<file path="config.mk">
export PLATFORM = sky130hd
export DESIGN_NAME = dwpd_merge
export DESIGN_NICKNAME = d
export VERILOG_FILES = /design/src/rtl/assert_macros.svh /design/src/rtl/dwpd_pkg.sv /design/src/rtl/dwpd_merge.sv
export SDC_FILE = /design/constraint.sdc
export NUM_CORES = 1
export LEC_CHECK = 0
export BUFFER_PORTS_ARGS = -buffer_cell sky130_fd_sc_hd__clkbuf_2
export CELL_PAD_IN_SITES_DETAIL_PLACEMENT = 0
export CELL_PAD_IN_SITES_GLOBAL_PLACEMENT = 1
export CORE_ASPECT_RATIO = 0.6
export CORE_MARGIN = 8
export CORE_UTILIZATION = 32
export DETAILED_ROUTE_END_ITERATION = 8
export PLACE_DENSITY = 0.81
export SLEW_MARGIN = 25
export SYNTH_ARGS = -nofsm -noshare
export SYNTH_HDL_FRONTEND = slang
export SYNTH_SLANG_ARGS = --single-unit
export TNS_END_PERCENT = 100
</file>
<file path="constraint.sdc">
create_clock -name clk -period 5.8 [get_ports clk]
set_clock_uncertainty 0.1 [all_clocks]
set_input_delay 0.87 -clock clk [delete_from_list [all_inputs] [get_ports clk]]
set_output_delay 0.87 -clock clk [all_outputs]
set_load 0.05 [all_outputs]
</file>
<file path="src/rtl/assert_macros.svh">
// assertion helpers shared by the drive unit rtl
// expects clk and arst_n in the including scope
`ifndef ASSERT_MACROS_SVH
`define ASSERT_MACROS_SVH

// property checked on every clock edge outside reset
`define ASSERT_CLK(label, prop, msg) \
	label: assert property (@(posedge clk) disable iff (!arst_n) (prop)) \
		else $error(msg);

// trigger implies property in the next cycle
`define ASSERT_NEXT(label, trig, prop, msg) \
	label: assert property (@(posedge clk) disable iff (!arst_n) (trig) |=> (prop)) \
		else $error(msg);

`endif

</file>
<file path="src/rtl/dwpd_pkg.sv">
// types, constants and width helpers for the dual wheel pid drive unit
// no dependencies
`timescale 1ns / 1ps

package dwpd_pkg;

	localparam int GAIN_BITS     = 16;
	localparam int LIMIT_BITS    = 16;
	localparam int SUM_BITS      = 18;
	localparam int POWER_BITS    = 8;
	localparam int POWER_MAX     = 100;
	localparam int SETTLE_BAND   = 2;
	localparam int APB_DATA_BITS = 32;
	localparam int APB_ADDR_BITS = 5;
	localparam int REG_IDX_BITS  = 3;

	// register reset values
	localparam logic [GAIN_BITS-1:0]  RESET_PROP_GAIN  = 16'd2458;
	localparam logic [GAIN_BITS-1:0]  RESET_INTEG_GAIN = 16'd0;
	localparam logic [GAIN_BITS-1:0]  RESET_DERIV_GAIN = 16'd0;
	localparam logic [LIMIT_BITS-1:0] RESET_INTEG_LIM  = 16'd50;

	// register map, word index
	typedef enum logic [REG_IDX_BITS-1:0] {
		REG_TARGET = 3'd0,
		REG_PROP   = 3'd1,
		REG_INTEG  = 3'd2,
		REG_DERIV  = 3'd3,
		REG_LIMIT  = 3'd4
	} reg_idx_t;

	// stage load enables from the pipeline control to the lanes
	typedef struct packed {
		logic ld1;
		logic ld2;
		logic ld3;
		logic ld4;
		logic upd;
	} pipe_ctrl_t;

	// accumulator width: widest product plus room for a three term sum
	function automatic int acc_width(input int count_bits);
		int pd_w;
		int pi_w;
		pd_w = count_bits + 2 + GAIN_BITS + 1;
		pi_w = SUM_BITS + GAIN_BITS + 1;
		if (pd_w > pi_w) begin
			return pd_w + 2;
		end
		return pi_w + 2;
	endfunction

endpackage

</file>
<file path="src/rtl/dwpd_merge.sv">
// merge stage: scales and saturates both lane sums, forms the settled flag
// depends on dwpd_pkg; holds the output register of the drive word
`timescale 1ns / 1ps

module dwpd_merge import dwpd_pkg::*; #(
	parameter int COUNT_BITS     = 24,
	parameter int GAIN_FRAC_BITS = 12
) (
	input  logic                                    clk,
	input  logic                                    load,
	input  logic signed [acc_width(COUNT_BITS)-1:0] left_acc,
	input  logic signed [acc_width(COUNT_BITS)-1:0] right_acc,
	input  logic                                    left_near,
	input  logic                                    right_near,
	output logic signed [POWER_BITS-1:0]            left_power,
	output logic signed [POWER_BITS-1:0]            right_power,
	output logic                                    settled
);

	localparam int ACC_W = acc_width(COUNT_BITS);

	logic signed [POWER_BITS-1:0] left_power_q;
	logic signed [POWER_BITS-1:0] right_power_q;
	logic                         settled_q;

	// drop the fraction toward zero, then clamp the magnitude
	function automatic logic signed [POWER_BITS-1:0] drive_power(
		input logic signed [ACC_W-1:0] sum
	);
		logic [ACC_W-1:0]      mag;
		logic [ACC_W-1:0]      whole;
		logic [POWER_BITS-1:0] lvl;
		mag   = sum[ACC_W-1] ? ACC_W'(-sum) : ACC_W'(sum);
		whole = mag >> GAIN_FRAC_BITS;
		lvl   = (whole > ACC_W'(POWER_MAX)) ? POWER_BITS'(POWER_MAX)
			: whole[POWER_BITS-1:0];
		return sum[ACC_W-1] ? -lvl : lvl;
	endfunction

	// output register
	always_ff @(posedge clk) begin
		if (load) begin
			left_power_q  <= drive_power(left_acc);
			right_power_q <= drive_power(right_acc);
			settled_q     <= left_near && right_near;
		end
	end

	assign left_power  = left_power_q;
	assign right_power = right_power_q;
	assign settled     = settled_q;

endmodule
</file>
# Word level (Yosys, flattened, before mapping)
# Index checks and enable logic that the tools add are counted.
[classes]
magnitude_cmp = 2
muxes = 6
n_reduce_logical = 1
addsub = 4
[op_table]
columns = ["operator", "n"]
rows = [
  ["$mux 45", 2],
  ["$neg 45->45", 2],
  ["$gt 33x7->1 const B", 2],
  ["$mux 8", 4],
  ["$neg 8->8", 2],
  ["$logic_and 1x1->1", 1],
]
[word_totals]
register_bits = 17
inputBits = 94
word_cells = 16

# Depth between registers and ports, before layout
[depth]
word_depth = 6
depth_mapped = 20
ltp_nobuf = 15

# Least setup slack after synthesis
# OpenSTA, ideal clock, no wires.
[synth_timing]
path_kind = "input to register"
start = "input port right_acc[18]"
end = "register right_power_q[6] (netlist: right_power[6]) (data pin)"
t_arrival_ns = 4.467
path_stages = 20
setup_slack_ns = 0.974
t_required_ns = 5.441
path_cell_list = "buf_4 nor4_4 nand4b_1 or2_1 buf_6 o311ai_2 nand3_1 or4_1 or4_1 buf_2 buf_6 nor2_1 inv_1 ha_1 buf_1 a311o_1 o21ai_0 xnor2_1 o21ai_0 o31a_1"
[synth_between]
elab_chain_len = 6
[synth_lines]
columns = ["element", "line", "text"]
rows = [
  ["start, declared", "dwpd_merge.sv:12", "input logic signed [acc_width(COUNT_BITS)-1:0] right_acc,"],
  ["$neg 45->45", "dwpd_merge.sv:33", "mag = sum[ACC_W-1] ? ACC_W'(-sum) : ACC_W'(sum);"],
  ["$mux 45 *", "dwpd_merge.sv:33", ""],
  ["$gt 33x7->1", "dwpd_merge.sv:35", "lvl = (whole > ACC_W'(POWER_MAX)) ? POWER_BITS'(POWER_MAX)"],
  ["$mux 8 *", "dwpd_merge.sv:35", ""],
  ["$neg 8->8", "dwpd_merge.sv:37", "return sum[ACC_W-1] ? -lvl : lvl;"],
  ["$mux 8 *", "dwpd_merge.sv:37", ""],
  ["end signal, assigned", "dwpd_merge.sv:44", "right_power_q <= drive_power(right_acc);"],
  ["end, declared", "dwpd_merge.sv:23", "logic signed [POWER_BITS-1:0] right_power_q;"],
]
# Every way passes the cells marked *; elsewhere a longest branch is shown, timed or not.
# A chain may end at the register's enable or synchronous reset.

# Worst setup path in the final report
[layout_timing]
start = "input port right_acc[33]"
end = "register right_power_q[6] (netlist: right_power[6]) (data pin)"
[layout_between]
elab_chain_len = 6
[layout_lines]
columns = ["element", "line"]
rows = [
  ["$neg 45->45", "dwpd_merge.sv:33"],
  ["$mux 45 *", "dwpd_merge.sv:33"],
  ["$gt 33x7->1 *", "dwpd_merge.sv:35"],
  ["$mux 8 *", "dwpd_merge.sv:35"],
  ["$neg 8->8", "dwpd_merge.sv:37"],
  ["$mux 8 *", "dwpd_merge.sv:37"],
]
# Marks and branches as above.

==> metrics.txt <==
die area 0.0146 mm^2; P&R area growth vs syn 22.9%; antenna violations before repair 0; Nets 698; PostCTS Resize Cnt 0; Distinct cells, synth 73; Final ANT Viol Nets 0; Critical Path Source Type input pin; Tmin final 5.11 ns; Setup violations, final 0; total grt overflow 0; drt first pass iters 5; CP max stage cell or4_1; number of vias per cell 6.46; overall routing resource usage 19.2%; FF+latch count, synth 17; Clock power frac 26.6%; Async S/R FF share, synth 0%; Iter 0 DRT Violations 595; Synth warnings 0; combinational share of power roughly 45%; Peak VDD IR 0.122 mV; Inserted Diodes 0; clock slew at reported path FFs 0.05 ns; Residual DRC 0; final setup TNS 0 ns; syn_nets between 500 and 600; worst hold path type in2reg; Seq/Total Area, Yosys 14.7%; Fmax 196 MHz; largest cells by area after synthesis edfxtp_1 (15%), nor3_1 (6.2%), nor4_1 (5.6%); crit path kind in2reg; biggest area consumer among synthesized cells edfxtp_1; CP peak stage delay around 0.65 ns; WL/cell 20.0 um; via count roughly 4800; Longest Clk Path Bufs 2; top-area cell type share of the netlist area ~15%; CP Buf/Inv Count 2; slew margin rel. 43.5%; CORE AREA 0.0106 mm^2; cells after synthesis between 500 and 600; Rows 29; largest net degree at the start of global routing 24; CTS tree yes; routability cong. 1.04; first-pass GRT wire length 23100 um; CP Max Fanout 9; sequential power share 28.8%; clk sinks 17; cells along the critical path clkbuf_2, nor3_1, nand3_1, nor4_1, nand4_1, a221oi_1, nand4_1, or4_1, nor2_1, inv_1, ha_1, a311o_1, o21ai_0, xnor2_1, o21ai_0, o31a_1; total setup buffers inserted after CTS 0; H-tree Lvls 1; DPL Wire Length 12200 um; fin. max-slew vios 0; Cells after DPL 736; Worst-Margin Slew 0.840 ns; Die X-Extent 151 um; LEAKAGE about 1.6 nW; Final Hold Fails 0; final non-filler cell total 740; status finished clean; fin crit share 88.2%; Num CTS Buffers 3; Top Ports between 100 and 150; Synth Flop Type edfxtp_1; DRT Wirelength 14800 um; vias in the first global route 4384; Setup crit end kind flip-flop; sw frac 39.3%; Internal Dissipation 0.311 mW; Max Cap Viol 0; cell area after synthesis between 0.003 and 0.004 mm^2; cts hold-fix bufs 0; CTS Root Cell clkbuf_16; Die Y 96.8 um; Pwr Density roughly 120 mW/mm^2; Initial Utilization around a third; fraction of layout cells with a size suffix above 1 25.5%; PortBufs 110; CP required 5.70 ns; Syn Area/Cell 6.94 um^2; RSZ-0062 raised after global routing no; Post-synth EDFFs 17; crit-path leading delay family simple AND/OR/NAND/NOR gates; Worst EP arrival ~5.0 ns; P_sw 0.201 mW
## synth_stat cells (5+ instances only)
cell	count
a21o_1	5
a21oi_1	20
a31oi_1	15
a41oi_1	5
and2_1	9
and3_1	11
and4_1	5
clkbuf_1	26
edfxtp_1	17
inv_1	13
mux2i_1	6
nand2_1	43
nand2b_1	6
nand3_1	22
nand4_1	21
nor2_1	39
nor3_1	43
nor4_1	31
nor4_2	7
o21ai_0	29
or3_1	10
or4_1	8
xnor2_1	9
## cell usage in the layout, fill, tap and decap left out, types with 4 or more instances in the layout
master and count:
a311oi_1 4, xnor2_1 9, edfxtp_1 17, nand3_1 22, o2111ai_1 4, nand2b_1 6, a41oi_1 5, a31oi_1 15
nor4_1 31, a21oi_1 20, nor2_1 39, nand4b_1 4, nor4_2 7, o31ai_1 4, a21o_1 5, o21ai_0 29
nand2_1 43, inv_1 13, nor3_1 43, or4_1 8, buf_4 19, clkbuf_2 110, o211ai_1 4, or3_1 10
and3_1 11, nand4_1 21, and4_1 5, and2_1 9, xor2_1 4, mux2i_1 6, a32oi_1 4
## power by group through the flow
stage	Combinational [mW]	Clock [mW]	Sequential, mW
after floorplan	0.0970	0	0.179
after global placement	0.222	0	0.150
after detailed placement	0.222	0	0.150
after CTS	0.223	0.139	0.148
after global routing	0.246	0.146	0.148
final	0.229	0.136	0.147
## state kept, by name, summed over array words and instances (netlist names)
register	flops
left_power	8
right_power	8
settled	1
## final timing paths
check	cells past startpoint	start	end	slack (ns)
setup / recovery	16	right_acc[33]	right_power[6]	0.69
hold / removal	2	right_near	settled	0.80
## cells by family after synthesis
kind of cell	synth area share [%]
buf+inv	5.71
fa+ha+maj	0.719
flops	14.7
simple gates	45.6
xor+xnor	3.27
compound gates	27.6
mux	2.37
## layout make-up
type	instances	area, um^2
clock buffer	3	75.1
clock inverter	1	5.00
fill	1114	6320
inverter	13	48.8
multi-input combinational	438	2770
sequential	17	510
tap	139	174
timing repair buffer	129	693
## per-layer routing
layer	global-route usage, %	wire length (um)	vias to the layer above
met4	2.88	146	0
met3	9.35	2420	25
li1	-	-	2218
met5	0	0	-
met2	24.0	5510	328
met1	28.5	6740	2209
## metrics by stage
| step | instance area [um^2] | util (%) | worst slack, ns | power, mW | hold WS, ns |
|---|---|---|---|---|---|
| CTS | 4280 | 40.4 | 0.800 | 0.510 | 0.805 |
| global route | 4280 | 40.4 | 0.415 | 0.540 | 0.813 |
| detailed placement | 4200 | 39.6 | 0.546 | 0.372 | 1.06 |
| global placement | 4200 | 39.6 | 0.664 | 0.372 | 1.06 |
| floorplan | 3480 | - | 0.974 | 0.276 | 0.882 |
| finish | 4280 | 40.4 | 0.686 | 0.512 | 0.803 |
Power figures use the tool's default switching activity.
