$ cat src/rtl/assert_macros.svh
// assertion helpers shared by the drive unit rtl
// expects clk and arst_n in the including scope
`ifndef ASSERT_MACROS_SVH
`define ASSERT_MACROS_SVH

// property checked on every clock edge outside reset
`define ASSERT_CLK(label, prop, msg) \
	label: assert property (@(posedge clk) disable iff (!arst_n) (prop)) \
		else $error(msg);

// trigger implies property in the next cycle
`define ASSERT_NEXT(label, trig, prop, msg) \
	label: assert property (@(posedge clk) disable iff (!arst_n) (trig) |=> (prop)) \
		else $error(msg);

`endif

$ cat src/rtl/dwpd_pkg.sv
// types, constants and width helpers for the dual wheel pid drive unit
// no dependencies
`timescale 1ns / 1ps

package dwpd_pkg;

	localparam int GAIN_BITS     = 16;
	localparam int LIMIT_BITS    = 16;
	localparam int SUM_BITS      = 18;
	localparam int POWER_BITS    = 8;
	localparam int POWER_MAX     = 100;
	localparam int SETTLE_BAND   = 2;
	localparam int APB_DATA_BITS = 32;
	localparam int APB_ADDR_BITS = 5;
	localparam int REG_IDX_BITS  = 3;

	// register reset values
	localparam logic [GAIN_BITS-1:0]  RESET_PROP_GAIN  = 16'd2458;
	localparam logic [GAIN_BITS-1:0]  RESET_INTEG_GAIN = 16'd0;
	localparam logic [GAIN_BITS-1:0]  RESET_DERIV_GAIN = 16'd0;
	localparam logic [LIMIT_BITS-1:0] RESET_INTEG_LIM  = 16'd50;

	// register map, word index
	typedef enum logic [REG_IDX_BITS-1:0] {
		REG_TARGET = 3'd0,
		REG_PROP   = 3'd1,
		REG_INTEG  = 3'd2,
		REG_DERIV  = 3'd3,
		REG_LIMIT  = 3'd4
	} reg_idx_t;

	// stage load enables from the pipeline control to the lanes
	typedef struct packed {
		logic ld1;
		logic ld2;
		logic ld3;
		logic ld4;
		logic upd;
	} pipe_ctrl_t;

	// accumulator width: widest product plus room for a three term sum
	function automatic int acc_width(input int count_bits);
		int pd_w;
		int pi_w;
		pd_w = count_bits + 2 + GAIN_BITS + 1;
		pi_w = SUM_BITS + GAIN_BITS + 1;
		if (pd_w > pi_w) begin
			return pd_w + 2;
		end
		return pi_w + 2;
	endfunction

endpackage

$ cat src/rtl/dwpd_lane.sv
// one wheel pid lane: error, gated integral, derivative, gain products, sum
// depends on dwpd_pkg; stage enables come from the top level control
`timescale 1ns / 1ps

module dwpd_lane import dwpd_pkg::*; #(
	parameter int COUNT_BITS = 24
) (
	input  logic                                      clk,
	input  logic                                      arst_n,
	input  pipe_ctrl_t                                ctrl,
	input  logic                                      first_sample,
	input  logic signed [COUNT_BITS-1:0]              count,
	input  logic signed [COUNT_BITS-1:0]              target,
	input  logic [GAIN_BITS-1:0]                      prop_gain,
	input  logic [GAIN_BITS-1:0]                      integ_gain,
	input  logic [GAIN_BITS-1:0]                      deriv_gain,
	input  logic [LIMIT_BITS-1:0]                     integ_limit,
	output logic signed [acc_width(COUNT_BITS)-1:0]   acc,
	output logic                                      near
);

	localparam int ERR_W  = COUNT_BITS + 1;
	localparam int CMP_W  = ERR_W + 2;
	localparam int ADD_W  = ((ERR_W > SUM_BITS) ? ERR_W : SUM_BITS) + 1;
	localparam int DER_W  = ERR_W + 1;
	localparam int PT_W   = GAIN_BITS + 1 + ERR_W;
	localparam int IT_W   = GAIN_BITS + 1 + SUM_BITS;
	localparam int DT_W   = GAIN_BITS + 1 + DER_W;
	localparam int ACC_W  = acc_width(COUNT_BITS);

	// stage 1 signals
	logic signed [ERR_W-1:0]      err_in;
	logic [ERR_W-1:0]             err_mag;
	logic [COUNT_BITS-1:0]        tgt_mag;
	logic [CMP_W-1:0]             err_x3;
	logic [CMP_W-1:0]             tgt_x2;
	logic signed [ERR_W-1:0]      err_s1;
	logic                         zone_s1;
	logic                         near_s1;
	logic                         first_s1;

	// stage 2 signals and loop state
	logic signed [SUM_BITS-1:0]   sum_q;
	logic signed [ERR_W-1:0]      prev_q;
	logic signed [ADD_W-1:0]      sum_add;
	logic signed [ADD_W-1:0]      lim_s;
	logic signed [SUM_BITS-1:0]   sum_nxt;
	logic signed [ERR_W-1:0]      prev_use;
	logic signed [DER_W-1:0]      der_nxt;
	logic signed [ERR_W-1:0]      err_s2;
	logic signed [SUM_BITS-1:0]   sum_s2;
	logic signed [DER_W-1:0]      der_s2;
	logic                         near_s2;

	// stage 3 and 4 signals
	logic signed [GAIN_BITS:0]    pg;
	logic signed [GAIN_BITS:0]    ig;
	logic signed [GAIN_BITS:0]    dg;
	logic signed [PT_W-1:0]       pterm_s3;
	logic signed [IT_W-1:0]       iterm_s3;
	logic signed [DT_W-1:0]       dterm_s3;
	logic                         near_s3;
	logic signed [ACC_W-1:0]      acc_s4;
	logic                         near_s4;

	// error, zone test (err nonzero and 3*|err| < 2*|target|) and settle band test
	assign err_in  = ERR_W'(target) - ERR_W'(count);
	assign err_mag = err_in[ERR_W-1] ? ERR_W'(-err_in) : err_in;
	assign tgt_mag = target[COUNT_BITS-1] ? COUNT_BITS'(-target) : target;
	assign err_x3  = CMP_W'(err_mag) + CMP_W'({err_mag, 1'b0});
	assign tgt_x2  = CMP_W'({tgt_mag, 1'b0});

	always_ff @(posedge clk) begin
		if (ctrl.ld1) begin
			err_s1   <= err_in;
			zone_s1  <= (err_mag != '0) && (err_x3 < tgt_x2);
			near_s1  <= err_mag <= ERR_W'(SETTLE_BAND);
			first_s1 <= first_sample;
		end
	end

	// integral sum with clamp, cleared outside the zone
	assign sum_add = ADD_W'(sum_q) + ADD_W'(err_s1);
	assign lim_s   = ADD_W'($signed({1'b0, integ_limit}));

	always_comb begin
		if (!zone_s1) begin
			sum_nxt = '0;
		end else if (sum_add > lim_s) begin
			sum_nxt = SUM_BITS'(lim_s);
		end else if (sum_add < -lim_s) begin
			sum_nxt = SUM_BITS'(-lim_s);
		end else begin
			sum_nxt = SUM_BITS'(sum_add);
		end
	end

	// derivative against the last error, or the target on a new move; zero when the error is zero
	assign prev_use = first_s1 ? ERR_W'(target) : prev_q;
	assign der_nxt  = (err_s1 == '0) ? '0 : DER_W'(err_s1) - DER_W'(prev_use);

	always_ff @(posedge clk or negedge arst_n) begin
		if (!arst_n) begin
			sum_q  <= '0;
			prev_q <= '0;
		end else if (ctrl.upd) begin
			sum_q  <= sum_nxt;
			prev_q <= err_s1;
		end
	end

	always_ff @(posedge clk) begin
		if (ctrl.ld2) begin
			err_s2  <= err_s1;
			sum_s2  <= sum_nxt;
			der_s2  <= der_nxt;
			near_s2 <= near_s1;
		end
	end

	// gain products
	assign pg = $signed({1'b0, prop_gain});
	assign ig = $signed({1'b0, integ_gain});
	assign dg = $signed({1'b0, deriv_gain});

	always_ff @(posedge clk) begin
		if (ctrl.ld3) begin
			pterm_s3 <= pg * err_s2;
			iterm_s3 <= ig * sum_s2;
			dterm_s3 <= dg * der_s2;
			near_s3  <= near_s2;
		end
	end

	// three term sum
	always_ff @(posedge clk) begin
		if (ctrl.ld4) begin
			acc_s4  <= ACC_W'(pterm_s3) + ACC_W'(iterm_s3) + ACC_W'(dterm_s3);
			near_s4 <= near_s3;
		end
	end

	assign acc  = acc_s4;
	assign near = near_s4;

endmodule

$ cat config.mk
export PLATFORM = sky130hd
export DESIGN_NAME = dwpd_lane
export DESIGN_NICKNAME = d
export VERILOG_FILES = /design/src/rtl/assert_macros.svh /design/src/rtl/dwpd_pkg.sv /design/src/rtl/dwpd_lane.sv
export SDC_FILE = /design/constraint.sdc
export NUM_CORES = 2
export LEC_CHECK = 0
export ABC_AREA = 1
export BUFFER_PORTS_ARGS = -buffer_cell sky130_fd_sc_hd__buf_2
export CAP_MARGIN = 20
export CELL_PAD_IN_SITES_DETAIL_PLACEMENT = 1
export CELL_PAD_IN_SITES_GLOBAL_PLACEMENT = 2
export CORE_MARGIN = 2
export CORE_UTILIZATION = 37
export DETAILED_ROUTE_END_ITERATION = 8
export PLACE_DENSITY = 0.88
export SLEW_MARGIN = 10
export SYNTH_ARGS = -nofsm -noshare
export SYNTH_HDL_FRONTEND = slang
export SYNTH_SLANG_ARGS = --single-unit
$ cat constraint.sdc
create_clock -name clk -period 6.7 [get_ports clk]
set_clock_uncertainty 0.05 [all_clocks]
set_input_delay 0.335 -clock clk [delete_from_list [all_inputs] [get_ports clk]]
set_output_delay 0.335 -clock clk [all_outputs]
set_load 0.01 [all_outputs]
## Word-level counts from Yosys, hierarchy flattened

Cells that the tools add are included.

- Flip-flop bits (word level): 308
- Input port bits: 120
- Output and inout port bits: 46
- Word-level logic and storage cells: 41

- Add/sub/neg operators: 9
- Multiply operators: 3
- $lt $le $gt $ge: 4
- Mux-type cells: 6
- Reductions and logical operators: 3

Operators with widths:

| kind | count |
|---|---|
| 18-bit 2-to-1 mux | 3 |
| 25-bit 2-to-1 mux | 2 |
| 43-bit by 43-bit adder with 44-bit output | 1 |
| 42-bit by 35-bit adder with 43-bit output | 1 |
| 17-bit by 26-bit multiplier with 43-bit output | 1 |
| 17-bit by 25-bit multiplier with 42-bit output | 1 |
| 17-bit by 18-bit multiplier with 35-bit output | 1 |
| 25-bit by 26-bit adder with 27-bit output | 1 |
| 27-bit by 25-bit < comparator with 1-bit output | 1 |
| 18-bit by 25-bit adder with 26-bit output | 1 |
| 26-bit by 17-bit > comparator with 1-bit output | 1 |
| 26-bit < comparator | 1 |
| 16-bit negation with 26-bit output | 1 |
| 25-bit by 25-bit subtractor with 26-bit output | 1 |
| 25-bit by 2-bit less-or-equal comparator with 1-bit output, second input constant | 1 |
| 25-bit zero test | 1 |
| 25-bit negation | 1 |
| 25-bit nonzero test | 1 |
| 24-bit by 24-bit subtractor with 25-bit output | 1 |
| 24-bit 2-to-1 mux | 1 |
| 24-bit negation | 1 |
| 1-bit logical AND | 1 |

## Longest topological paths before layout

- Depth in word-level cells: 6
- Gate-level depth with buffers: 43
- Depth with buffers taken out: 42

## Worst setup path after synthesis

OpenSTA, ideal clock, no wires.

- Path kind: input to register
- Start: input port prop_gain[2]
- End: register pterm_s3[32] (data pin)
- Setup time: 0.260 ns
- Arrival time: 5.985 ns
- Required time: 6.390 ns
- Path slack: 0.405 ns
- Cell stages on the path: 29
- Buffers on the path: 2
- Cell sequence: clkbuf_1 > clkbuf_1 > nand2_1 > fa_1 > inv_1 > fa_1 > fa_1 > fa_1 > inv_1 > fa_1 > inv_1 > fa_1 > ha_1 > a21oi_1 > o21ai_0 > a21o_1 > nand2_1 > nand2_1 > nand2_1 > nand2_1 > a21boi_1 > o21ai_0 > a21boi_1 > inv_1 > nand2_1 > o211ai_1 > nand2_1 > nand2_1 > xor2_1

- Word-level cells in the longest chain between the ends: 1

Ends and longest elaborated chain:

| item | line | source |
|---|---|---|
| start, declared | dwpd_lane.sv:14 | `input logic [GAIN_BITS-1:0] prop_gain,` |
| 17-bit by 25-bit multiplier with 42-bit output | dwpd_lane.sv:128 | `pterm_s3 <= pg * err_s2;` |
| end signal, assigned | dwpd_lane.sv:128 |  |
| end, declared | dwpd_lane.sv:59 | `logic signed [PT_W-1:0] pterm_s3;` |

Every way passes these cells.
A chain may end at the register's enable or synchronous reset.

## Final worst setup path

- Start: register err_s2[21]
- End: register pterm_s3[40] (data pin)

- Word-level cells in the longest chain between the ends: 1

Ends and longest elaborated chain:

| item | line | source |
|---|---|---|
| start, declared | dwpd_lane.sv:50 | `logic signed [ERR_W-1:0] err_s2;` |
| start signal, assigned | dwpd_lane.sv:114 | `err_s2 <= err_s1;` |
| 17-bit by 25-bit multiplier with 42-bit output | dwpd_lane.sv:128 |  |

Every way passes these cells.

==> results.py <==
metrics = {
    "detailed_routing": {
        "wl_per_cell_um": 19.8,
        "firstDrtPassIters": 5,
        "via_count": 49400,
        "drc_errors": 0,
        "wl_mm": 198,
        "drt-initial-drc-count": 2299,
        "postRouteAntennaNets": 0,
        "post_drt_via_cell_ratio": 4.93,
    },
    "sta": {
        "fmax_ghz": 0.155,
        "setup_viol": 0,
        "hold_viol_final": 0,
        "fin_setup_tns_ns": 0,
        "finalCriticalPeriod_ns": 6.46,
        "finalMaxSlewViolations": 0,
        "finalCritPeriodShare_pct": 96.4,
        "worstMarginPinSlew_ns": 1.05,
        "max_slew_margin_pct": 29.7,
    },
    "finish": {
        "final_common_cell": "inv_1",
        "nNetsFinal": 9565,
        "area_delta_synth_final_pct": 9.79,
        "fillers": 20200,
        "drive_above_1_share_pct": 7.85,
        "layout_common_cells": "inv_1, nand2_1, fa_1",
    },
    "yosys": {
        "synth_area_um2": 62900,
        "ys_warn_count": 0,
        "avgSynthCellArea_um2": 8.27,
        "synthFlopType": "edfxtp_1",
        "yosys-top-cells-area": "fa_1, edfxtp_1, inv_1, ha_1, nand2_1",
        "yosysTopAreaCellShare_pct": 36.2,
        "ys_ff_latch": 307,
        "yosys.area.top_type": "fa_1",
        "synth_edf_count": 264,
        "postSynthCellCount": 7604,
        "ys_types": 65,
        "postSynth.asyncResetShare_pct": 14.0,
        "ys_seq_area_share_pct": 14.3,
        "syn_nets": 9390,
    },
    "floorplanning": {
        "die-area_um2": 173000,
        "core_area_um2": 169000,
        "row_count": 151,
        "die_x_um": 416,
        "start_util_pct": 37.2,
        "ios": 166,
        "die_h_um": 416,
    },
    "clock_network": {
        "cts_root_buffer": "clkbuf_16",
        "path_clk_slew_ns": 0.06,
        "cts.sinks": 307,
        "cts_tree": "built",
        "numCtsBuffers": 39,
        "clock_path_buffers": 3,
        "htreeDepth": 2,
        "clkLatencyLatePin_ns": 0.59,
    },
    "grt": {
        "grt_pass1_vias": 55600,
        "overflow": 0,
        "grtUsageTotal_pct": 23.3,
        "antenna_found_initial": 11,
        "grt_pass1_wl_mm": 315,
        "grt_max_degree": 78,
    },
    "placement": {
        "io_buffer_count": 165,
        "place_congestion": 0.904,
        "post-dp-hpwl_mm": 174,
    },
    "job": {
        "max_cap_violations": 0,
    },
    "worst_setup_path": {
        "crit_required_ns": 7.05,
        "worst-path-max-fanout": 12,
        "start_kind": "register",
        "crit_arrival_ns": 6.80,
        "worst-setup-path-type": "reg2reg",
        "cp-end-kind": "register",
    },
    "outcome": {
        "status": "complete, no violations",
    },
    "hold_path": {
        "min_path_type": "in2reg",
    },
}
## repair_timing
item	in CTS	in global routing
resized for setup	0	41
hold buffers	2	0
endpoints found under the hold margin	44	0
setup buffers	5	31
pin swaps	0	1
setup endpoints to repair	3	29
## registers in the layout, indices dropped and copies added (netlist names), 25 cells and up
register / count
der_s2: 26
iterm_s3: 35
acc: 44
err_s2: 25
dterm_s3: 43
prev_q: 25
err_s1: 25
pterm_s3: 42
## Yosys cell counts (27+ instances only)
cell type	number
a31oi_1	37
nand3_1	124
clkbuf_1	286
o21ai_1	27
dfrtp_1	43
fa_1	1137
nor3_1	29
a21oi_1	313
nand4_1	44
ha_1	529
inv_1	2104
xnor2_1	84
nand2_1	1744
xor2_1	184
nor2_1	209
o21ai_0	187
edfxtp_1	264
nand2_2	38
## area by class of cell
| class | count | area [um2] | share of cell area, % |
|---|---|---|---|
| Antenna cell | 5 | 12.5 | 0.0181 |
| Inverter | 2114 | 7940 | 11.5 |
| Clock inverter | 19 | 256 | 0.371 |
| Sequential cell | 307 | 9000 | 13.0 |
| Tap cell | 2218 | 2780 | 4.02 |
| Multi-Input combinational cell | 4888 | 45000 | 65.1 |
| Clock buffer | 49 | 1050 | 1.53 |
| Timing Repair Buffer | 429 | 3050 | 4.42 |
## metal layers
layer | part of all wire (%) | wire length (um) | track usage (%)
met1 | 43 | 86000 | 30.4
met2 | 50 | 98200 | 40.6
met3 | 3.6 | 7160 | 2.25
met4 | 3.4 | 6810 | 7.28
met5 | 0.013 | 26 | 0
## through the flow
| step | worst slack [ns] | area (um2) | hold slack (ns) | instances | utilization [%] |
|---|---|---|---|---|---|
| global placement | 0.0396 | 67200 | 0.359 | 9918 | 39.7 |
| global route | -0.0427 | 69000 | 0.114 | 10000 | 40.8 |
| detailed placement | -0.172 | 67200 | 0.380 | 9918 | 39.7 |
| CTS | 0.0457 | 68600 | 0.0780 | 9993 | 40.6 |
| finish | 0.243 | 69000 | 0.115 | 10000 | 40.8 |
| floorplan | 0.405 | 62900 | -0.0106 | 7604 | - |
## path summary, 6_finish.rpt
path                                          end                  from  depth (start not counted)  slack [ns]
max in group asynchronous   prev_q[3]$_DFFE_PN0P_                arst_n                          3        5.75
setup / recovery           pterm_s3[40]$_DFFE_PP_  err_s2[21]$_DFFE_PP_                         21        0.24
setup reg to reg           pterm_s3[40]$_DFFE_PP_  err_s2[21]$_DFFE_PP_                         21        0.24
hold / removal              prev_q[4]$_DFFE_PN0P_               ctrl[0]                          3        0.12
hold reg to reg                 near_s2$_DFFE_PP_     near_s1$_DFFE_PP_                          0        0.40
min in group asynchronous  prev_q[19]$_DFFE_PN0P_                arst_n                          3        0.38
## cell families after synthesis
kind of cell / share of synthesized area [%]
buffers and inverters: 14.4
AND/OR/NAND/NOR: 14.5
adder cells (fa/ha/maj): 46.7
AO/OA/AOI/OAI: 6.19
flip-flops: 14.3
XOR/XNOR: 3.78
multiplexers: 0.0955
## critical path: stages (launching register included)
cell,delay (ns)
edfxtp_1,0.61
buf_4,0.31
nand2_1,0.10
fa_1,0.50
inv_1,0.06
fa_1,0.55
inv_1,0.06
fa_1,0.48
fa_1,0.53
fa_1,0.50
inv_1,0.05
fa_1,0.47
ha_1,0.41
nand2_1,0.17
nor4_1,0.38
nand4_1,0.14
nand2_1,0.14
nand3_1,0.09
nand2_1,0.12
a31oi_2,0.11
o21ai_0,0.20
xor2_1,0.23
Power is not shown: default switching activity piles up to over one toggle a cycle in this logic, so the estimate is an artifact.
